[src/osmd_pkg.sv]
`timescale 1ns / 1ps
// ----------------------------------------------------------------------------
// Object stream decoder package
// Shared types, codes and decode functions of the object stream decoder.
// ----------------------------------------------------------------------------
package osmd_pkg;

  typedef enum logic [2:0] {
    KIND_TEXT_HDR  = 3'd0,
    KIND_DATA_HDR  = 3'd1,
    KIND_DATA_BYTE = 3'd2,
    KIND_INSN      = 3'd3,
    KIND_ERROR     = 3'd4
  } kind_e;

  typedef enum logic [2:0] {
    ERR_NONE    = 3'd0,
    ERR_MAGIC   = 3'd1,
    ERR_VERSION = 3'd2,
    ERR_SECTION = 3'd3,
    ERR_DECODE  = 3'd4
  } error_e;

  localparam logic [7:0]  MagicByte0    = 8'd76;
  localparam logic [7:0]  MagicByte1    = 8'd97;
  localparam logic [7:0]  MagicByte2    = 8'd88;
  localparam logic [7:0]  MagicByte3    = 8'd0;
  localparam logic [15:0] FileVersion   = 16'd5;
  localparam logic [7:0]  SectText      = 8'd7;
  localparam logic [7:0]  SectData      = 8'd8;

  localparam logic [5:0] MN_ADD       = 6'd0;
  localparam logic [5:0] MN_ADDU      = 6'd1;
  localparam logic [5:0] MN_AND       = 6'd2;
  localparam logic [5:0] MN_NOR       = 6'd3;
  localparam logic [5:0] MN_OR        = 6'd4;
  localparam logic [5:0] MN_SLT       = 6'd5;
  localparam logic [5:0] MN_SLTU      = 6'd6;
  localparam logic [5:0] MN_SLL       = 6'd7;
  localparam logic [5:0] MN_SRA       = 6'd8;
  localparam logic [5:0] MN_SRL       = 6'd9;
  localparam logic [5:0] MN_SUB       = 6'd10;
  localparam logic [5:0] MN_SUBU      = 6'd11;
  localparam logic [5:0] MN_XOR       = 6'd12;
  localparam logic [5:0] MN_JR        = 6'd13;
  localparam logic [5:0] MN_SYSCALL   = 6'd14;
  localparam logic [5:0] MN_J         = 6'd15;
  localparam logic [5:0] MN_JAL       = 6'd16;
  localparam logic [5:0] MN_SLTI      = 6'd17;
  localparam logic [5:0] MN_SLTIU     = 6'd18;
  localparam logic [5:0] MN_BEQ       = 6'd19;
  localparam logic [5:0] MN_BNE       = 6'd20;
  localparam logic [5:0] MN_ORI       = 6'd21;
  localparam logic [5:0] MN_ADDI      = 6'd22;
  localparam logic [5:0] MN_ADDIU     = 6'd23;
  localparam logic [5:0] MN_ANDI      = 6'd24;
  localparam logic [5:0] MN_LUI       = 6'd25;
  localparam logic [5:0] MN_LW        = 6'd26;
  localparam logic [5:0] MN_LBU       = 6'd27;
  localparam logic [5:0] MN_LHU       = 6'd28;
  localparam logic [5:0] MN_SB        = 6'd29;
  localparam logic [5:0] MN_SH        = 6'd30;
  localparam logic [5:0] MN_SW        = 6'd31;
  localparam logic [5:0] MN_UNKNOWN_R = 6'd32;
  localparam logic [5:0] MN_NONE      = 6'd0;

  localparam logic [5:0] FN_SLL     = 6'h00;
  localparam logic [5:0] FN_SRL     = 6'h02;
  localparam logic [5:0] FN_SRA     = 6'h03;
  localparam logic [5:0] FN_JR      = 6'h08;
  localparam logic [5:0] FN_SYSCALL = 6'h0c;
  localparam logic [5:0] FN_ADD     = 6'h20;
  localparam logic [5:0] FN_ADDU    = 6'h21;
  localparam logic [5:0] FN_SUB     = 6'h22;
  localparam logic [5:0] FN_SUBU    = 6'h23;
  localparam logic [5:0] FN_AND     = 6'h24;
  localparam logic [5:0] FN_OR      = 6'h25;
  localparam logic [5:0] FN_XOR     = 6'h26;
  localparam logic [5:0] FN_NOR     = 6'h27;
  localparam logic [5:0] FN_SLT     = 6'h2a;
  localparam logic [5:0] FN_SLTU    = 6'h2b;

  localparam logic [5:0] OP_RTYPE = 6'h00;
  localparam logic [5:0] OP_J     = 6'h02;
  localparam logic [5:0] OP_JAL   = 6'h03;
  localparam logic [5:0] OP_BEQ   = 6'h04;
  localparam logic [5:0] OP_BNE   = 6'h05;
  localparam logic [5:0] OP_ADDI  = 6'h08;
  localparam logic [5:0] OP_ADDIU = 6'h09;
  localparam logic [5:0] OP_SLTI  = 6'h0a;
  localparam logic [5:0] OP_SLTIU = 6'h0b;
  localparam logic [5:0] OP_ANDI  = 6'h0c;
  localparam logic [5:0] OP_ORI   = 6'h0d;
  localparam logic [5:0] OP_LUI   = 6'h0f;
  localparam logic [5:0] OP_LW    = 6'h23;
  localparam logic [5:0] OP_LBU   = 6'h24;
  localparam logic [5:0] OP_LHU   = 6'h25;
  localparam logic [5:0] OP_SB    = 6'h28;
  localparam logic [5:0] OP_SH    = 6'h29;
  localparam logic [5:0] OP_SW    = 6'h2b;

  // Work passed from the parser to the decoder. The payload holds the section
  // address, the data byte, the instruction word or the error code.
  typedef struct packed {
    kind_e       kind;
    logic [31:0] payload;
    logic [31:0] pc;
    logic        last;
  } entry_t;

  typedef struct packed {
    kind_e       kind;
    logic [5:0]  mnemonic;
    logic [4:0]  src_reg;
    logic [4:0]  tgt_reg;
    logic [4:0]  dst_reg;
    logic [4:0]  shift_amount;
    logic [15:0] immediate;
    logic [31:0] address;
    logic [7:0]  data_value;
    error_e      error_code;
    logic        stream_end;
  } result_t;

  function automatic logic [7:0] magic_byte(input logic [1:0] idx);
    logic [7:0] b;
    unique case (idx)
      2'd0: b = MagicByte0;
      2'd1: b = MagicByte1;
      2'd2: b = MagicByte2;
      default: b = MagicByte3;
    endcase
    return b;
  endfunction

  function automatic logic [5:0] r_code(input logic [5:0] fn);
    logic [5:0] c;
    unique case (fn)
      FN_ADD:     c = MN_ADD;
      FN_ADDU:    c = MN_ADDU;
      FN_AND:     c = MN_AND;
      FN_NOR:     c = MN_NOR;
      FN_OR:      c = MN_OR;
      FN_SLT:     c = MN_SLT;
      FN_SLTU:    c = MN_SLTU;
      FN_SLL:     c = MN_SLL;
      FN_SRA:     c = MN_SRA;
      FN_SRL:     c = MN_SRL;
      FN_SUB:     c = MN_SUB;
      FN_SUBU:    c = MN_SUBU;
      FN_XOR:     c = MN_XOR;
      FN_JR:      c = MN_JR;
      FN_SYSCALL: c = MN_SYSCALL;
      default:    c = MN_UNKNOWN_R;
    endcase
    return c;
  endfunction

  // Returns MN_NONE for an opcode that is not a known I-type opcode.
  function automatic logic [5:0] i_code(input logic [5:0] op);
    logic [5:0] c;
    unique case (op)
      OP_SLTI:  c = MN_SLTI;
      OP_SLTIU: c = MN_SLTIU;
      OP_BEQ:   c = MN_BEQ;
      OP_BNE:   c = MN_BNE;
      OP_ORI:   c = MN_ORI;
      OP_ADDI:  c = MN_ADDI;
      OP_ADDIU: c = MN_ADDIU;
      OP_ANDI:  c = MN_ANDI;
      OP_LUI:   c = MN_LUI;
      OP_LW:    c = MN_LW;
      OP_LBU:   c = MN_LBU;
      OP_LHU:   c = MN_LHU;
      OP_SB:    c = MN_SB;
      OP_SH:    c = MN_SH;
      OP_SW:    c = MN_SW;
      default:  c = MN_NONE;
    endcase
    return c;
  endfunction

endpackage

[src/osmd_front.sv]
`timescale 1ns / 1ps
// ----------------------------------------------------------------------------
// Object stream parser
// Walks the file header and the section headers one byte at a time and
// hands headers, data bytes, whole text words and header errors onward.
// ----------------------------------------------------------------------------
module osmd_front
  import osmd_pkg::*;
(
  input  logic       clk_i,
  input  logic       rst_ni,
  input  logic       accept_i,
  input  logic [7:0] byte_i,
  output logic       ent_valid_o,
  output entry_t     ent_o
);

  typedef enum logic [8:0] {
    PH_MAGIC   = 9'b000000001,
    PH_VERSION = 9'b000000010,
    PH_COUNT   = 9'b000000100,
    PH_TYPE    = 9'b000001000,
    PH_ADDR    = 9'b000010000,
    PH_SIZE    = 9'b000100000,
    PH_TEXT    = 9'b001000000,
    PH_DATA    = 9'b010000000,
    PH_DONE    = 9'b100000000
  } phase_e;

  phase_e      phase_q, phase_d;
  logic [1:0]  idx_q, idx_d;
  logic [7:0]  total_q, total_d;
  logic [7:0]  seen_q, seen_d;
  logic        is_text_q, is_text_d;
  logic [31:0] base_q, base_d;
  logic [31:0] length_q, length_d;
  logic [31:0] count_q, count_d;
  logic [23:0] asm_q, asm_d;
  logic [31:0] pc_q, pc_d;

  logic [7:0]  seen_inc;
  logic        sect_last;
  logic [31:0] full_length;
  logic [31:0] full_word;
  logic [31:0] pc_inc;
  logic [31:0] count_inc1;
  logic [32:0] count_inc4;

  assign seen_inc    = seen_q + 8'd1;
  assign sect_last   = (seen_inc >= total_q);
  assign full_length = {byte_i, length_q[23:0]};
  assign full_word   = {byte_i, asm_q};
  assign pc_inc      = pc_q + 32'd4;
  assign count_inc1  = count_q + 32'd1;
  assign count_inc4  = {1'b0, count_q} + 33'd4;

  always_comb begin
    phase_d     = phase_q;
    idx_d       = idx_q;
    total_d     = total_q;
    seen_d      = seen_q;
    is_text_d   = is_text_q;
    base_d      = base_q;
    length_d    = length_q;
    count_d     = count_q;
    asm_d       = asm_q;
    pc_d        = pc_q;
    ent_valid_o = 1'b0;
    ent_o.kind    = KIND_ERROR;
    ent_o.payload = '0;
    ent_o.pc      = pc_inc;
    ent_o.last    = 1'b0;

    if (accept_i) begin
      unique case (phase_q)
        PH_MAGIC: begin
          if (byte_i != magic_byte(idx_q)) begin
            ent_valid_o   = 1'b1;
            ent_o.payload = {29'd0, ERR_MAGIC};
            ent_o.last    = 1'b1;
            phase_d       = PH_DONE;
          end else if (idx_q == 2'd3) begin
            idx_d   = 2'd0;
            phase_d = PH_VERSION;
          end else begin
            idx_d = idx_q + 2'd1;
          end
        end
        PH_VERSION: begin
          if (idx_q == 2'd0) begin
            asm_d[7:0] = byte_i;
            idx_d      = 2'd1;
          end else if ({byte_i, asm_q[7:0]} != FileVersion) begin
            ent_valid_o   = 1'b1;
            ent_o.payload = {29'd0, ERR_VERSION};
            ent_o.last    = 1'b1;
            phase_d       = PH_DONE;
          end else begin
            idx_d   = 2'd0;
            phase_d = PH_COUNT;
          end
        end
        PH_COUNT: begin
          total_d = byte_i;
          seen_d  = 8'd0;
          phase_d = (byte_i == 8'd0) ? PH_DONE : PH_TYPE;
        end
        PH_TYPE: begin
          if (byte_i == SectText || byte_i == SectData) begin
            is_text_d = (byte_i == SectText);
            idx_d     = 2'd0;
            phase_d   = PH_ADDR;
          end else begin
            ent_valid_o   = 1'b1;
            ent_o.payload = {29'd0, ERR_SECTION};
            ent_o.last    = 1'b1;
            phase_d       = PH_DONE;
          end
        end
        PH_ADDR: begin
          base_d[idx_q*8 +: 8] = byte_i;
          idx_d = idx_q + 2'd1;
          if (idx_q == 2'd3) begin
            phase_d = PH_SIZE;
          end
        end
        PH_SIZE: begin
          length_d[idx_q*8 +: 8] = byte_i;
          idx_d = idx_q + 2'd1;
          if (idx_q == 2'd3) begin
            ent_valid_o   = 1'b1;
            ent_o.kind    = is_text_q ? KIND_TEXT_HDR : KIND_DATA_HDR;
            ent_o.payload = base_q;
            count_d       = 32'd0;
            pc_d          = base_q;
            if (full_length == 32'd0) begin
              ent_o.last = sect_last;
              seen_d     = seen_inc;
              phase_d    = sect_last ? PH_DONE : PH_TYPE;
            end else begin
              phase_d = is_text_q ? PH_TEXT : PH_DATA;
            end
          end
        end
        PH_DATA: begin
          ent_valid_o   = 1'b1;
          ent_o.kind    = KIND_DATA_BYTE;
          ent_o.payload = {24'd0, byte_i};
          if (count_inc1 >= length_q) begin
            ent_o.last = sect_last;
            seen_d     = seen_inc;
            count_d    = 32'd0;
            idx_d      = 2'd0;
            phase_d    = sect_last ? PH_DONE : PH_TYPE;
          end else begin
            count_d = count_inc1;
          end
        end
        PH_TEXT: begin
          idx_d = idx_q + 2'd1;
          if (idx_q != 2'd3) begin
            asm_d[idx_q*8 +: 8] = byte_i;
          end else begin
            pc_d          = pc_inc;
            ent_valid_o   = 1'b1;
            ent_o.kind    = KIND_INSN;
            ent_o.payload = full_word;
            if (count_inc4 >= {1'b0, length_q}) begin
              ent_o.last = sect_last;
              seen_d     = seen_inc;
              count_d    = 32'd0;
              phase_d    = sect_last ? PH_DONE : PH_TYPE;
            end else begin
              count_d = count_inc4[31:0];
            end
          end
        end
        PH_DONE: begin
        end
        default: begin
          phase_d = PH_DONE;
        end
      endcase
    end
  end

  always_ff @(posedge clk_i or negedge rst_ni) begin
    if (!rst_ni) begin
      phase_q   <= PH_MAGIC;
      idx_q     <= 2'd0;
      total_q   <= 8'd0;
      seen_q    <= 8'd0;
      is_text_q <= 1'b0;
      base_q    <= 32'd0;
      length_q  <= 32'd0;
      count_q   <= 32'd0;
      asm_q     <= 24'd0;
      pc_q      <= 32'd0;
    end else begin
      phase_q   <= phase_d;
      idx_q     <= idx_d;
      total_q   <= total_d;
      seen_q    <= seen_d;
      is_text_q <= is_text_d;
      base_q    <= base_d;
      length_q  <= length_d;
      count_q   <= count_d;
      asm_q     <= asm_d;
      pc_q      <= pc_d;
    end
  end

endmodule

[src/osmd_link.sv]
`timescale 1ns / 1ps
// ----------------------------------------------------------------------------
// Parser to decoder queue
// Two-entry queue that lets the parser and the decoder stall on their own.
// ----------------------------------------------------------------------------
module osmd_link
  import osmd_pkg::*;
(
  input  logic   clk_i,
  input  logic   rst_ni,
  input  logic   push_i,
  input  entry_t ent_i,
  output logic   full_o,
  input  logic   pop_i,
  output logic   empty_o,
  output entry_t ent_o
);

  logic [1:0] count_q, count_d;
  entry_t     slot0_q, slot0_d;
  entry_t     slot1_q, slot1_d;
  logic       do_push;
  logic       do_pop;

  assign full_o  = (count_q == 2'd2);
  assign empty_o = (count_q == 2'd0);
  assign ent_o   = slot0_q;
  assign do_push = push_i && !full_o;
  assign do_pop  = pop_i && !empty_o;

  always_comb begin
    count_d = count_q;
    slot0_d = slot0_q;
    slot1_d = slot1_q;
    priority if (do_push && do_pop) begin
      slot0_d = ent_i;
    end else if (do_push) begin
      if (count_q == 2'd0) begin
        slot0_d = ent_i;
      end else begin
        slot1_d = ent_i;
      end
      count_d = count_q + 2'd1;
    end else if (do_pop) begin
      slot0_d = slot1_q;
      count_d = count_q - 2'd1;
    end
  end

  always_ff @(posedge clk_i or negedge rst_ni) begin
    if (!rst_ni) begin
      count_q <= 2'd0;
    end else begin
      count_q <= count_d;
    end
  end

  always_ff @(posedge clk_i) begin
    slot0_q <= slot0_d;
    slot1_q <= slot1_d;
  end

endmodule

[src/osmd_back.sv]
`timescale 1ns / 1ps
// ----------------------------------------------------------------------------
// Instruction decoder and result queue
// Turns parser work into result items, decodes text words, and holds the
// results in a two-entry queue for the consumer.
// ----------------------------------------------------------------------------
module osmd_back
  import osmd_pkg::*;
(
  input  logic    clk_i,
  input  logic    rst_ni,
  input  logic    link_empty_i,
  input  entry_t  ent_i,
  output logic    link_pop_o,
  input  logic    pop_i,
  output logic    empty_o,
  output result_t res_o
);

  logic        halted_q, halted_d;
  logic [1:0]  count_q, count_d;
  result_t     slot0_q, slot0_d;
  result_t     slot1_q, slot1_d;

  result_t     res;
  logic        dec_ok;
  logic [31:0] w;
  logic [5:0]  op;
  logic [5:0]  rc;
  logic [5:0]  ic;
  logic [31:0] br_off;
  logic        out_full;
  logic        do_push;
  logic        do_pop;

  assign w      = ent_i.payload;
  assign op     = w[31:26];
  assign rc     = r_code(w[5:0]);
  assign ic     = i_code(op);
  assign br_off = {{14{w[15]}}, w[15:0], 2'b00};

  always_comb begin
    res        = '0;
    res.kind   = ent_i.kind;
    res.error_code = ERR_NONE;
    res.stream_end = ent_i.last;
    dec_ok     = 1'b1;
    unique case (ent_i.kind)
      KIND_TEXT_HDR, KIND_DATA_HDR: begin
        res.address = ent_i.payload;
      end
      KIND_DATA_BYTE: begin
        res.data_value = ent_i.payload[7:0];
      end
      KIND_ERROR: begin
        res.error_code = error_e'(ent_i.payload[2:0]);
        res.stream_end = 1'b1;
      end
      KIND_INSN: begin
        if (op == OP_RTYPE) begin
          dec_ok = !((rc == MN_SYSCALL) && (w[31:6] != 26'd0));
          res.mnemonic = rc;
          res.src_reg  = w[25:21];
          res.tgt_reg  = w[20:16];
          res.dst_reg  = w[15:11];
          if (rc == MN_SLL || rc == MN_SRA || rc == MN_SRL) begin
            res.shift_amount = w[10:6];
          end
        end else if (op == OP_J || op == OP_JAL) begin
          res.mnemonic = (op == OP_J) ? MN_J : MN_JAL;
          res.address  = {w[29:0], 2'b00} & 32'h0fff_fffc;
        end else begin
          dec_ok        = (ic != MN_NONE);
          res.mnemonic  = ic;
          res.src_reg   = w[25:21];
          res.tgt_reg   = w[20:16];
          res.immediate = w[15:0];
          if (ic == MN_BEQ || ic == MN_BNE) begin
            res.address = ent_i.pc + br_off;
          end
        end
        if (!dec_ok) begin
          res            = '0;
          res.kind       = KIND_ERROR;
          res.error_code = ERR_DECODE;
          res.stream_end = 1'b1;
        end
      end
      default: begin
        res.kind = KIND_ERROR;
      end
    endcase
  end

  assign out_full   = (count_q == 2'd2);
  assign empty_o    = (count_q == 2'd0);
  assign res_o      = slot0_q;
  assign do_pop     = pop_i && !empty_o;
  assign link_pop_o = !link_empty_i && (halted_q || !out_full);
  assign do_push    = link_pop_o && !halted_q;

  always_comb begin
    halted_d = halted_q;
    count_d  = count_q;
    slot0_d  = slot0_q;
    slot1_d  = slot1_q;
    if (do_push && !dec_ok) begin
      halted_d = 1'b1;
    end
    priority if (do_push && do_pop) begin
      if (count_q == 2'd1) begin
        slot0_d = res;
      end else begin
        slot0_d = slot1_q;
        slot1_d = res;
      end
    end else if (do_push) begin
      if (count_q == 2'd0) begin
        slot0_d = res;
      end else begin
        slot1_d = res;
      end
      count_d = count_q + 2'd1;
    end else if (do_pop) begin
      slot0_d = slot1_q;
      count_d = count_q - 2'd1;
    end
  end

  always_ff @(posedge clk_i or negedge rst_ni) begin
    if (!rst_ni) begin
      halted_q <= 1'b0;
      count_q  <= 2'd0;
    end else begin
      halted_q <= halted_d;
      count_q  <= count_d;
    end
  end

  always_ff @(posedge clk_i) begin
    slot0_q <= slot0_d;
    slot1_q <= slot1_d;
  end

endmodule

[src/object_stream_mips_decoder_unit.sv]
`timescale 1ns / 1ps
// ----------------------------------------------------------------------------
// Object stream MIPS decoder
// Parses an object file byte stream and emits section headers, data bytes
// and decoded MIPS32 instructions, and an error result where the stream is broken.
//
//   Channel   Handshake          Fields
//   input     push / full        in_byte_i
//   result    empty / pop        kind_o ... stream_end_o
//
// One byte is taken per cycle, back to back while the result side keeps up.
// A byte accepted at an edge enters the link queue at that same edge; its result
// then moves into the result queue once it has room, and can be popped from there.
// Reset clears the parser state and both queues at once.
// A stalled result side fills the result queue, then the link queue, and
// then raises full.
// ----------------------------------------------------------------------------
module object_stream_mips_decoder_unit
  import osmd_pkg::*;
(
  input  logic        clk_i,
  input  logic        rst_ni,
  input  logic        push,
  output logic        full,
  input  logic [7:0]  in_byte_i,
  output logic        empty,
  input  logic        pop,
  output logic [2:0]  kind_o,
  output logic [5:0]  mnemonic_o,
  output logic [4:0]  src_reg_o,
  output logic [4:0]  tgt_reg_o,
  output logic [4:0]  dst_reg_o,
  output logic [4:0]  shift_amount_o,
  output logic [15:0] immediate_o,
  output logic [31:0] address_o,
  output logic [7:0]  data_value_o,
  output logic [2:0]  error_code_o,
  output logic        stream_end_o
);

  logic    accept;
  logic    ent_valid;
  entry_t  ent_new;
  entry_t  ent_head;
  logic    link_full;
  logic    link_empty;
  logic    link_pop;
  result_t res;

  assign full   = link_full;
  assign accept = push && !link_full;

  osmd_front u_front (
    .clk_i       (clk_i),
    .rst_ni      (rst_ni),
    .accept_i    (accept),
    .byte_i      (in_byte_i),
    .ent_valid_o (ent_valid),
    .ent_o       (ent_new)
  );

  osmd_link u_link (
    .clk_i   (clk_i),
    .rst_ni  (rst_ni),
    .push_i  (ent_valid),
    .ent_i   (ent_new),
    .full_o  (link_full),
    .pop_i   (link_pop),
    .empty_o (link_empty),
    .ent_o   (ent_head)
  );

  osmd_back u_back (
    .clk_i        (clk_i),
    .rst_ni       (rst_ni),
    .link_empty_i (link_empty),
    .ent_i        (ent_head),
    .link_pop_o   (link_pop),
    .pop_i        (pop),
    .empty_o      (empty),
    .res_o        (res)
  );

  assign kind_o         = res.kind;
  assign mnemonic_o     = res.mnemonic;
  assign src_reg_o      = res.src_reg;
  assign tgt_reg_o      = res.tgt_reg;
  assign dst_reg_o      = res.dst_reg;
  assign shift_amount_o = res.shift_amount;
  assign immediate_o    = res.immediate;
  assign address_o      = res.address;
  assign data_value_o   = res.data_value;
  assign error_code_o   = res.error_code;
  assign stream_end_o   = res.stream_end;

endmodule

[config.mk]
export PLATFORM = sky130hd
export DESIGN_NAME = object_stream_mips_decoder_unit
export DESIGN_NICKNAME = d
export VERILOG_FILES = /design/src/osmd_pkg.sv /design/src/osmd_front.sv /design/src/osmd_link.sv /design/src/osmd_back.sv /design/src/object_stream_mips_decoder_unit.sv
export SDC_FILE = /design/constraint.sdc
export NUM_CORES = 1
export LEC_CHECK = 0
export BUFFER_PORTS_ARGS = -buffer_cell sky130_fd_sc_hd__clkbuf_2
export CAP_MARGIN = 30
export CELL_PAD_IN_SITES_DETAIL_PLACEMENT = 1
export CELL_PAD_IN_SITES_GLOBAL_PLACEMENT = 2
export CORE_ASPECT_RATIO = 1.4
export CORE_MARGIN = 5
export CORE_UTILIZATION = 39
export CTS_BUF_LIST = sky130_fd_sc_hd__clkbuf_2
export CTS_CLUSTER_DIAMETER = 50
export DETAILED_ROUTE_END_ITERATION = 7
export PLACE_DENSITY_LB_ADDON = 0.1
export REMOVE_ABC_BUFFERS = 1
export SLEW_MARGIN = 20
export SYNTH_ARGS = -nofsm -noshare
export SYNTH_HDL_FRONTEND = slang
export SYNTH_SLANG_ARGS = --single-unit
[constraint.sdc]
create_clock -name clk_i -period 8.75 [get_ports clk_i]
set_clock_uncertainty 0.1 [all_clocks]
set_input_delay 0.875 -clock clk_i [delete_from_list [all_inputs] [get_ports clk_i]]
set_output_delay 0.875 -clock clk_i [all_outputs]
set_load 0.01 [all_outputs]
==> run_summary.xml, run 1 <==
<?xml version="1.0" encoding="UTF-8"?>
<metrics>
  <group name="power">
    <metric name="total_leakage_power" unit="nW">12.62</metric>
    <metric name="totalPowerFinal" unit="mW">6.717</metric>
    <metric name="max-vdd-ir-drop" unit="µV">104.0</metric>
    <metric name="power_density_over_cell_area" unit="nW/µm²">223.7</metric>
  </group>
  <group name="sta">
    <metric name="fin_crit" unit="ps">5949</metric>
    <metric name="timing.final.crit_share" unit="%">67.99</metric>
    <metric name="postLayoutSetupSlackWorst" unit="ps">2801</metric>
    <metric name="max-slew-margin-rel" unit="%">34.45</metric>
    <metric name="maxClockFrequency" unit="MHz">168.1</metric>
    <metric name="worst_slew_pin_slew" unit="ps">983.2</metric>
    <metric name="slew_viol_final" unit="">0</metric>
    <metric name="rsz0062_at_grt" unit="">false</metric>
    <metric name="timing_hold_violations_final" unit="">0</metric>
    <metric name="setup_viol" unit="">0</metric>
  </group>
  <group name="floorplanning">
    <metric name="die_area" unit="µm²">74740</metric>
    <metric name="floorplan.die.width" unit="µm">232.5</metric>
    <metric name="floorplan.die.height" unit="µm">321.5</metric>
    <metric name="io_pins" unit="">103</metric>
    <metric name="effective_utilization_at_floorplan" unit="%">39.23</metric>
    <metric name="core_area" unit="µm²">68890</metric>
    <metric name="row_count" unit="">114</metric>
  </group>
  <group name="place">
    <metric name="placement.io_buffers" unit="">102</metric>
    <metric name="detailedPlacementHpwl" unit="mm">62.18</metric>
    <metric name="last_weighted_congestion_value_of_the_routability_driven_placer" unit="">0.8800</metric>
    <metric name="dp_slack" unit="ps">2881</metric>
  </group>
  <group name="critical_path">
    <metric name="worst_setup_path_start_kind" unit="">flip-flop</metric>
    <metric name="reg2reg_to" unit="">u_front.count_q[31]</metric>
    <metric name="r2r.worst_path.cells" unit="">18</metric>
    <metric name="path_max_fanout" unit="">10</metric>
    <metric name="critPathRequiredTime" unit="ps">9830</metric>
    <metric name="setup.worst_path.end_class" unit="">flip-flop</metric>
    <metric name="critPathKind" unit="">reg2reg</metric>
    <metric name="crit-reg2reg-launch" unit="">u_front.count_q[2]</metric>
    <metric name="worst_ep_arrival_time" unit="ps">7030</metric>
    <metric name="regToRegSetupSlack" unit="ps">2800</metric>
  </group>
  <group name="clocking">
    <metric name="post_cts.repair.setup_buffers" unit="">0</metric>
    <metric name="cts_tree" unit="">yes</metric>
    <metric name="clock_insertion_delay_at_the_later_pin_of_the_skew_report" unit="ps">1280</metric>
    <metric name="ctsRootBufferMaster" unit="">sky130_fd_sc_hd__clkbuf_2</metric>
    <metric name="ctsHoldBuffers" unit="">13</metric>
    <metric name="cts_buffers" unit="">134</metric>
    <metric name="post_cts_resize_count" unit="">0</metric>
    <metric name="clk_path_buf_depth" unit="">3</metric>
    <metric name="clk_pin_slew_worst_setup_hold_paths" unit="ps">110</metric>
    <metric name="cts_htree_levels" unit="">4</metric>
    <metric name="cts_num_sinks" unit="">509</metric>
  </group>
  <group name="routing">
    <metric name="drt-total-wl" unit="mm">84.67</metric>
    <metric name="drt.antenna.violating_nets" unit="">0</metric>
    <metric name="num_vias" unit="">20432</metric>
    <metric name="first_pass_iters" unit="">6</metric>
    <metric name="dr.first_iter.drc_count" unit="">875</metric>
    <metric name="wire_per_inst" unit="µm">22.64</metric>
    <metric name="drt_drc_violations_left" unit="">0</metric>
    <metric name="via_density_per_instance" unit="">5.463</metric>
  </group>
  <group name="logic_synthesis">
    <metric name="synth_top_area_share" unit="%">34.89</metric>
    <metric name="post_synth_inst_count" unit="">2548</metric>
    <metric name="post_synth_main_area_contributors" unit="">sky130_fd_sc_hd__edfxtp_1 (35%), sky130_fd_sc_hd__dfrtp_1 (17%), sky130_fd_sc_hd__ha_1 (6.0%), sky130_fd_sc_hd__nand2_1 (4.4%), sky130_fd_sc_hd__mux2_2 (3.8%)</metric>
    <metric name="synth_seq_area_share" unit="%">52.76</metric>
    <metric name="synth_async_sr_flop_share" unit="%">36.35</metric>
    <metric name="ys.flop_type" unit="">sky130_fd_sc_hd__edfxtp_1</metric>
    <metric name="post-synth-top-area-cell" unit="">sky130_fd_sc_hd__edfxtp_1</metric>
    <metric name="yosysWarningCount" unit="">0</metric>
    <metric name="synth-edff-count" unit="">314</metric>
    <metric name="synth_unique_cells" unit="">90</metric>
    <metric name="post_synth.cell_area_avg" unit="µm²">10.61</metric>
    <metric name="syn-cell-area" unit="µm²">27030</metric>
    <metric name="synthesized_flop_and_latch_total" unit="">509</metric>
  </group>
  <group name="hold_path">
    <metric name="timing.hold.worst.class" unit="">reg2reg</metric>
    <metric name="whs_path_depth" unit="">2</metric>
    <metric name="hold-path-endpoint" unit="">u_back.halted_q</metric>
    <metric name="holdCritStartpoint" unit="">u_back.halted_q</metric>
  </group>
  <group name="global_routing">
    <metric name="grt_antenna_before_repair" unit="">1</metric>
    <metric name="grt_start_max_net_pins" unit="">75</metric>
    <metric name="grt_pass1_wl" unit="mm">130.8</metric>
    <metric name="first_global_vias" unit="">21906</metric>
    <metric name="grt.overflow.total" unit="">0</metric>
    <metric name="grt_util_all_layers" unit="%">22.60</metric>
  </group>
  <group name="cells_and_area">
    <metric name="area_growth_from_synthesis_to_layout" unit="%">11.09</metric>
    <metric name="layout-drive-gt1-share" unit="%">17.50</metric>
    <metric name="fillerInstances" unit="">7790</metric>
    <metric name="design.final.nets" unit="">2851</metric>
    <metric name="area_of_all_sequential_standard_cells" unit="µm²">14260</metric>
    <metric name="multi_input_area" unit="µm²">11870</metric>
  </group>
  <group name="run">
    <metric name="max_cap_violations" unit="">0</metric>
  </group>
  <group name="status">
    <metric name="outcome" unit="">completed</metric>
  </group>
</metrics>
placed cells by master, fill, tap and decap left out, types with 12 or more instances in the layout:
master | synthesis | routed
sky130_fd_sc_hd__a32o_1 | 28 | 28
sky130_fd_sc_hd__dfrtp_1 | 184 | 184
sky130_fd_sc_hd__nor2b_1 | 14 | 14
sky130_fd_sc_hd__nor2_1 | 190 | 188
sky130_fd_sc_hd__edfxtp_1 | 314 | 314
sky130_fd_sc_hd__xnor2_1 | 73 | 73
sky130_fd_sc_hd__a21oi_1 | 108 | 108
sky130_fd_sc_hd__ha_1 | 129 | 129
sky130_fd_sc_hd__buf_4 | 1 | 36
sky130_fd_sc_hd__mux2_2 | 92 | 92
sky130_fd_sc_hd__a21o_1 | 79 | 78
sky130_fd_sc_hd__nand3_1 | 61 | 61
sky130_fd_sc_hd__nor4_1 | 22 | 22
sky130_fd_sc_hd__nand2_1 | 315 | 314
sky130_fd_sc_hd__and2_1 | 24 | 24
sky130_fd_sc_hd__inv_1 | 115 | 115
sky130_fd_sc_hd__clkbuf_2 | 0 | 300
sky130_fd_sc_hd__dlygate4sd3_1 | 0 | 12
sky130_fd_sc_hd__a22oi_1 | 37 | 37
sky130_fd_sc_hd__o21ai_0 | 184 | 182
sky130_fd_sc_hd__o21a_1 | 14 | 14
sky130_fd_sc_hd__xor2_1 | 53 | 53
sky130_fd_sc_hd__nand2b_1 | 17 | 17
sky130_fd_sc_hd__and3_1 | 50 | 50
sky130_fd_sc_hd__a31oi_1 | 23 | 23
sky130_fd_sc_hd__nand4_1 | 40 | 40
sky130_fd_sc_hd__clkinv_1 | 0 | 22
sky130_fd_sc_hd__a22o_1 | 46 | 46
sky130_fd_sc_hd__nor3_1 | 45 | 42
cell usage after synthesis, types with 4 or more instances:
| cell | count |
|---|---|
| sky130_fd_sc_hd__a21boi_0 | 4 |
| sky130_fd_sc_hd__a21o_1 | 79 |
| sky130_fd_sc_hd__a21oi_1 | 108 |
| sky130_fd_sc_hd__a222oi_1 | 10 |
| sky130_fd_sc_hd__a22o_1 | 46 |
| sky130_fd_sc_hd__a22oi_1 | 37 |
| sky130_fd_sc_hd__a31o_2 | 4 |
| sky130_fd_sc_hd__a31oi_1 | 23 |
| sky130_fd_sc_hd__a32o_1 | 28 |
| sky130_fd_sc_hd__a32oi_1 | 4 |
| sky130_fd_sc_hd__and2_1 | 24 |
| sky130_fd_sc_hd__and3_1 | 50 |
| sky130_fd_sc_hd__and4_1 | 5 |
| sky130_fd_sc_hd__buf_1 | 9 |
| sky130_fd_sc_hd__buf_2 | 7 |
| sky130_fd_sc_hd__clkbuf_1 | 111 |
| sky130_fd_sc_hd__dfrtp_1 | 184 |
| sky130_fd_sc_hd__dfxtp_1 | 10 |
| sky130_fd_sc_hd__edfxtp_1 | 314 |
| sky130_fd_sc_hd__ha_1 | 129 |
| sky130_fd_sc_hd__inv_1 | 115 |
| sky130_fd_sc_hd__mux2_2 | 92 |
| sky130_fd_sc_hd__mux2i_1 | 9 |
| sky130_fd_sc_hd__nand2_1 | 315 |
| sky130_fd_sc_hd__nand2b_1 | 17 |
| sky130_fd_sc_hd__nand3_1 | 61 |
| sky130_fd_sc_hd__nand4_1 | 40 |
| sky130_fd_sc_hd__nor2_1 | 190 |
| sky130_fd_sc_hd__nor2b_1 | 14 |
| sky130_fd_sc_hd__nor3_1 | 45 |
| sky130_fd_sc_hd__nor3b_1 | 5 |
| sky130_fd_sc_hd__nor4_1 | 22 |
| sky130_fd_sc_hd__o211ai_1 | 4 |
| sky130_fd_sc_hd__o21a_1 | 14 |
| sky130_fd_sc_hd__o21ai_0 | 184 |
| sky130_fd_sc_hd__o21bai_1 | 4 |
| sky130_fd_sc_hd__o22ai_1 | 7 |
| sky130_fd_sc_hd__o31ai_1 | 7 |
| sky130_fd_sc_hd__or2_2 | 6 |
| sky130_fd_sc_hd__or3_1 | 9 |
| sky130_fd_sc_hd__or4_1 | 4 |
| sky130_fd_sc_hd__xnor2_1 | 73 |
| sky130_fd_sc_hd__xor2_1 | 53 |
metrics by stage:
| step | hold slack (ps) | area [µm²] | instances | util (%) | setup TNS (ps) |
|---|---|---|---|---|---|
| final | 364.2 | 30030 | 3740 | 43.58 | 0 |
| after global routing | 382.1 | 30030 | 3740 | 43.58 | 0 |
| after CTS | 301.8 | 29990 | 3737 | 43.53 | 0 |
| after detailed placement | 349.8 | 28540 | 3486 | 41.42 | 0 |
| after global placement | 338.3 | 28520 | 3483 | 41.40 | 0 |
| after floorplan | 326.0 | 26510 | 2418 | - | -16250 |
worst max-delay path, stage by stage, from the launching register on:
cell and delay (ps):
sky130_fd_sc_hd__dfrtp_1 530, sky130_fd_sc_hd__ha_1 320, sky130_fd_sc_hd__nand2_1 160, sky130_fd_sc_hd__nor3_2 560
sky130_fd_sc_hd__and4_1 440, sky130_fd_sc_hd__and3_1 300, sky130_fd_sc_hd__nand3_1 120, sky130_fd_sc_hd__xnor2_1 240
sky130_fd_sc_hd__ha_1 300, sky130_fd_sc_hd__a21o_1 200, sky130_fd_sc_hd__a21o_1 180, sky130_fd_sc_hd__a21oi_1 200
sky130_fd_sc_hd__nand2_1 60, sky130_fd_sc_hd__a2111oi_0 290, sky130_fd_sc_hd__a21boi_0 230, sky130_fd_sc_hd__or3_1 600
sky130_fd_sc_hd__o22ai_1 280, sky130_fd_sc_hd__or4b_2 610, sky130_fd_sc_hd__o211ai_1 130
flip-flops by register name, summed over array words and instances (netlist names), 5 cells and up:
| register | count |
|---|---|
| u_front.phase_q | 9 |
| u_back.rc | 5 |
| u_front.base_q | 32 |
| u_front.asm_q | 24 |
| u_front.total_q | 8 |
| u_back.res_o | 89 |
| u_link.ent_o | 68 |
| u_link.slot1_q | 68 |
| u_back.slot1_q | 89 |
| u_front.length_q | 32 |
| u_front.count_q | 32 |
| u_front.pc_q | 32 |
| u_back.ic | 5 |
| u_front.seen_q | 8 |
layer usage:
| layer | vias to the layer above | part of all wire, % | track usage, % |
|---|---|---|---|
| li1 | 9688 | - | - |
| met1 | 10129 | 40 | 25.77 |
| met2 | 461 | 52 | 40.80 |
| met3 | 154 | 3.7 | 4.365 |
| met4 | 0 | 4.5 | 10.38 |
| met5 | - | 0 | 0 |
final cells by class:
cell class	instances	area share (%)
flip-flops and latches	509	47.49
clock buffers	198	3.300
repair buffers	155	3.263
clock inverters	40	1.042
well taps	928	3.867
inverters	118	1.488
multi-input cells	1791	39.54
diodes	1	0.008334
power by group:
| group | switching (mW) | internal (mW) | leakage (nW) | total, mW |
|---|---|---|---|---|
| Combinational | 1.12 | 0.612 | 6.06 | 1.73 |
| Clock | 1.03 | 0.756 | 0.964 | 1.78 |
| Sequential | 0.233 | 2.97 | 5.60 | 3.21 |
worst max-delay path by stage:
| stage | startpoint | endpoint | slack (ps) |
|---|---|---|---|
| after floorplan | u_link.count_q[1] | u_back.res_o[0] | -210 |
| after detailed placement | u_front.count_q[2] | u_front.count_q[31] | 2880 |
| after global routing | u_front.count_q[2] | u_front.seen_q[0] | 2370 |
| final | u_front.count_q[2] | u_front.count_q[31] | 2800 |
| after global placement | in_byte_i[5] | u_back.ic[4] | 3010 |
| after CTS | u_front.count_q[2] | u_front.count_q[31] | 2810 |
cell families after synthesis:
family,count (synthesis),share of synthesized area (%)
and+or+nand+nor,830,14.53
AOI/OAI and AO/OA,600,14.67
DFF,509,52.76
buffers and inverters,248,3.555
adders and majority gates,131,6.083
xor gates and xnor gates,126,4.083
muxes,104,4.315
No activity file was read; power rests on OpenSTA's default activity.
==> inputs of run 2 (changes only) <==
--- a/config.mk
+++ b/config.mk
@@ -11,7 +11,7 @@
 export CELL_PAD_IN_SITES_GLOBAL_PLACEMENT = 2
 export CORE_ASPECT_RATIO = 1.4
 export CORE_MARGIN = 5
-export CORE_UTILIZATION = 39
+export CORE_UTILIZATION = 43
 export CTS_BUF_LIST = sky130_fd_sc_hd__clkbuf_2
 export CTS_CLUSTER_DIAMETER = 50
 export DETAILED_ROUTE_END_ITERATION = 7
==> constraint.sdc (replaced) <==
create_clock -name clk_i -period 5.98 [get_ports clk_i]
set_clock_uncertainty 0.1 [all_clocks]
set_input_delay 0.598 -clock clk_i [delete_from_list [all_inputs] [get_ports clk_i]]
set_output_delay 0.598 -clock clk_i [all_outputs]
set_load 0.01 [all_outputs]
==> run 2 against run 1 <==
  * Critical path depth stayed put
  * Sequential share of layout area is 0.079 points higher
  * Die area is 9.0% lower
  * Hold slack worse by 110 ps
  * Non-clock buffer count is 18 higher
  * Global-route usage is 0.33 points higher
  * Largest cell class unchanged
  * Fmax is 7.1% higher
  * Highest routed layer unchanged
==> run_summary.xml, run 2 (synthesis gave the netlist of run 1 again) <==
<?xml version="1.0" encoding="UTF-8"?>
<metrics>
  <group name="status">
    <metric name="outcome" unit="">completed</metric>
  </group>
  <group name="power">
    <metric name="power.share.clock" unit="%">25.2</metric>
    <metric name="power_density_over_cell_area" unit="nW/µm²">322.1</metric>
    <metric name="power_frac_comb" unit="%">26.2</metric>
    <metric name="power.sequential.fraction" unit="%">48.6</metric>
    <metric name="p_switching" unit="mW">3.444</metric>
    <metric name="total_leakage_power" unit="nW">12.62</metric>
    <metric name="max-vdd-ir-drop" unit="µV">197.0</metric>
    <metric name="netSwitchingFraction" unit="%">35.67</metric>
    <metric name="internal-power" unit="mW">6.211</metric>
  </group>
  <group name="clocking">
    <metric name="post_cts.repair.setup_buffers" unit="">0</metric>
    <metric name="post_cts_resize_count" unit="">0</metric>
    <metric name="cts_num_sinks" unit="">509</metric>
    <metric name="cts_tree" unit="">yes</metric>
    <metric name="clock_insertion_delay_at_the_later_pin_of_the_skew_report" unit="ps">1280</metric>
    <metric name="ctsHoldBuffers" unit="">15</metric>
    <metric name="cts_buffers" unit="">119</metric>
    <metric name="ctsRootBufferMaster" unit="">sky130_fd_sc_hd__clkbuf_2</metric>
    <metric name="clk_path_buf_depth" unit="">3</metric>
    <metric name="clk_pin_slew_worst_setup_hold_paths" unit="ps">140</metric>
    <metric name="cts_htree_levels" unit="">3</metric>
  </group>
  <group name="global_routing">
    <metric name="first_global_vias" unit="">22060</metric>
    <metric name="grt_use_met1" unit="%">25.57</metric>
    <metric name="grt_util_all_layers" unit="%">22.93</metric>
    <metric name="grt.overflow.total" unit="">0</metric>
    <metric name="grt_antenna_before_repair" unit="">1</metric>
    <metric name="groute.layer.met2.usage" unit="%">43.26</metric>
    <metric name="grt_busiest_layer" unit="">met2</metric>
    <metric name="grt_pass1_wl" unit="mm">124.9</metric>
    <metric name="grt_start_max_net_pins" unit="">110</metric>
    <metric name="grtUsageMet3" unit="%">3.235</metric>
  </group>
  <group name="sta">
    <metric name="worst_hold_slack" unit="ps">249.8</metric>
    <metric name="timing_hold_violations_final" unit="">0</metric>
    <metric name="postLayoutSetupSlackWorst" unit="ps">427.4</metric>
    <metric name="slew_viol_final" unit="">0</metric>
    <metric name="worst_slew_pin_slew" unit="ps">895.5</metric>
    <metric name="maxClockFrequency" unit="MHz">180.1</metric>
    <metric name="fin_crit" unit="ps">5553</metric>
    <metric name="rsz0062_at_grt" unit="">false</metric>
    <metric name="setup_viol" unit="">0</metric>
    <metric name="max-slew-margin-rel" unit="%">40.30</metric>
    <metric name="timing.final.crit_share" unit="%">92.85</metric>
  </group>
  <group name="critical_path">
    <metric name="setup.worst_path.end_class" unit="">flip-flop</metric>
    <metric name="critPathRequiredTime" unit="ps">7090</metric>
    <metric name="regToRegSetupSlack" unit="ps">430</metric>
    <metric name="r2r.worst_path.cells" unit="">18</metric>
    <metric name="worst_setup_path_start_kind" unit="">flip-flop</metric>
    <metric name="reg2reg_to" unit="">u_front.count_q[31]</metric>
    <metric name="startpoint" unit="">u_front.count_q[4]</metric>
    <metric name="critical_path.endpoint" unit="">u_front.count_q[31]</metric>
    <metric name="critPathKind" unit="">reg2reg</metric>
    <metric name="crit-reg2reg-launch" unit="">u_front.count_q[4]</metric>
    <metric name="path_max_fanout" unit="">9</metric>
    <metric name="worst_ep_arrival_time" unit="ps">6670</metric>
  </group>
  <group name="routing">
    <metric name="drt_drc_violations_left" unit="">0</metric>
    <metric name="num_vias" unit="">20340</metric>
    <metric name="drt-total-wl" unit="mm">79.21</metric>
    <metric name="wire_per_inst" unit="µm">21.76</metric>
    <metric name="via_density_per_instance" unit="">5.586</metric>
    <metric name="drt.antenna.violating_nets" unit="">0</metric>
    <metric name="dr.first_iter.drc_count" unit="">998</metric>
    <metric name="first_pass_iters" unit="">5</metric>
  </group>
  <group name="floorplanning">
    <metric name="floorplan.die.width" unit="µm">221.9</metric>
    <metric name="core_area" unit="µm²">62160</metric>
    <metric name="floorplan.die.height" unit="µm">306.6</metric>
    <metric name="die_area" unit="µm²">68040</metric>
    <metric name="effective_utilization_at_floorplan" unit="%">43.48</metric>
    <metric name="io_pins" unit="">103</metric>
    <metric name="row_count" unit="">108</metric>
  </group>
  <group name="place">
    <metric name="last_weighted_congestion_value_of_the_routability_driven_placer" unit="">0.8998</metric>
    <metric name="post_place_instance_area" unit="µm²">28590</metric>
    <metric name="dp_slack" unit="ps">417.5</metric>
    <metric name="placement.io_buffers" unit="">102</metric>
    <metric name="detailedPlacementHpwl" unit="mm">58.87</metric>
  </group>
  <group name="cells_and_area">
    <metric name="final_cell_mix" unit="">sky130_fd_sc_hd__nand2_1 (314), sky130_fd_sc_hd__edfxtp_1 (314), sky130_fd_sc_hd__clkbuf_2 (265), sky130_fd_sc_hd__nor2_1 (188), sky130_fd_sc_hd__dfrtp_1 (184)</metric>
    <metric name="fillerInstances" unit="">7002</metric>
    <metric name="layout-drive-gt1-share" unit="%">17.12</metric>
    <metric name="design.final.nets" unit="">2854</metric>
    <metric name="postLayoutCellArea" unit="µm²">29980</metric>
    <metric name="area_growth_from_synthesis_to_layout" unit="%">10.91</metric>
  </group>
  <group name="run">
    <metric name="max_cap_violations" unit="">0</metric>
  </group>
  <group name="hold_path">
    <metric name="timing.hold.worst.class" unit="">in2reg</metric>
  </group>
</metrics>
## run 2: changes by cell type in the layout (fill, tap and decap cells not counted)
cell,delta
sky130_fd_sc_hd__buf_12,+3
sky130_fd_sc_hd__buf_2,-2
sky130_fd_sc_hd__buf_4,+15
sky130_fd_sc_hd__bufinv_16,-1
sky130_fd_sc_hd__clkbuf_2,-35
sky130_fd_sc_hd__clkinv_1,+12
sky130_fd_sc_hd__clkinv_2,+12
sky130_fd_sc_hd__clkinv_4,+2
sky130_fd_sc_hd__clkinvlp_4,-3
sky130_fd_sc_hd__dlygate4sd3_1,+2
sky130_fd_sc_hd__inv_2,-2
sky130_fd_sc_hd__inv_6,+1
## run 2: critical path: stages, from the launching register on
cell and delay, ps:
sky130_fd_sc_hd__dfrtp_1 520, sky130_fd_sc_hd__and4_1 370, sky130_fd_sc_hd__nand2_1 190, sky130_fd_sc_hd__nor3_2 290, sky130_fd_sc_hd__and4_1 370, sky130_fd_sc_hd__and3_1 290, sky130_fd_sc_hd__nand3_1 110, sky130_fd_sc_hd__xnor2_1 230
sky130_fd_sc_hd__ha_1 290, sky130_fd_sc_hd__a21o_1 190, sky130_fd_sc_hd__a21o_1 170, sky130_fd_sc_hd__a21oi_1 210, sky130_fd_sc_hd__nand2_1 70, sky130_fd_sc_hd__a2111oi_0 300, sky130_fd_sc_hd__a21boi_0 240, sky130_fd_sc_hd__or3_1 590
sky130_fd_sc_hd__o22ai_1 280, sky130_fd_sc_hd__or4b_2 610, sky130_fd_sc_hd__o211ai_1 110
## run 2: area by class of cell
cell class / count / area (µm²) / area share (%)
Timing Repair Buffer: 173 / 1162 / 3.878
Clock inverter: 61 / 384.1 / 1.281
Multi-Input combinational cell: 1791 / 11870 / 39.60
Inverter: 118 / 446.7 / 1.490
Tap cell: 825 / 1032 / 3.444
Sequential cell: 509 / 14260 / 47.57
Antenna cell: 1 / 2.502 / 0.008348
Clock buffer: 163 / 815.8 / 2.722
## run 2: layer usage
metal,routed length [µm],vias to the layer above
met5,0,-
met1,31210,10082
met4,3168,0
met3,2500,144
li1,-,9710
met2,42340,404
## run 2: how the worst min path moves through the flow
stage	start	to	slack, ps	cells after the start
finish	in_byte_i[0]	u_front.base_q[0]	250	4
floorplan	rst_ni	u_back.count_q[0]	200	0
detailed placement	u_back.halted_q	u_back.halted_q	360	2
global placement	u_back.halted_q	u_back.halted_q	340	2
global route	in_byte_i[6]	u_front.total_q[6]	230	4
CTS	in_byte_i[0]	u_front.base_q[0]	110	4
## run 2: stage by stage
stage / TNS, ps / power, mW / utilization [%] / cells
floorplan: -620980 / 6.369 / - / 2418
global placement: 0 / 7.220 / 45.95 / 3398
detailed placement: 0 / 7.306 / 46.00 / 3399
CTS: 0 / 9.798 / 48.20 / 3638
global route: 0 / 10.26 / 48.22 / 3641
finish: 0 / 9.656 / 48.22 / 3641
## run 2: power groups by stage
stage,Sequential (mW),Combinational [mW],Clock [mW]
global route,4.74,2.78,2.74
floorplan,4.75,1.62,0
global placement,4.75,2.47,0
finish,4.69,2.53,2.44
CTS,4.70,2.56,2.54
detailed placement,4.77,2.53,0
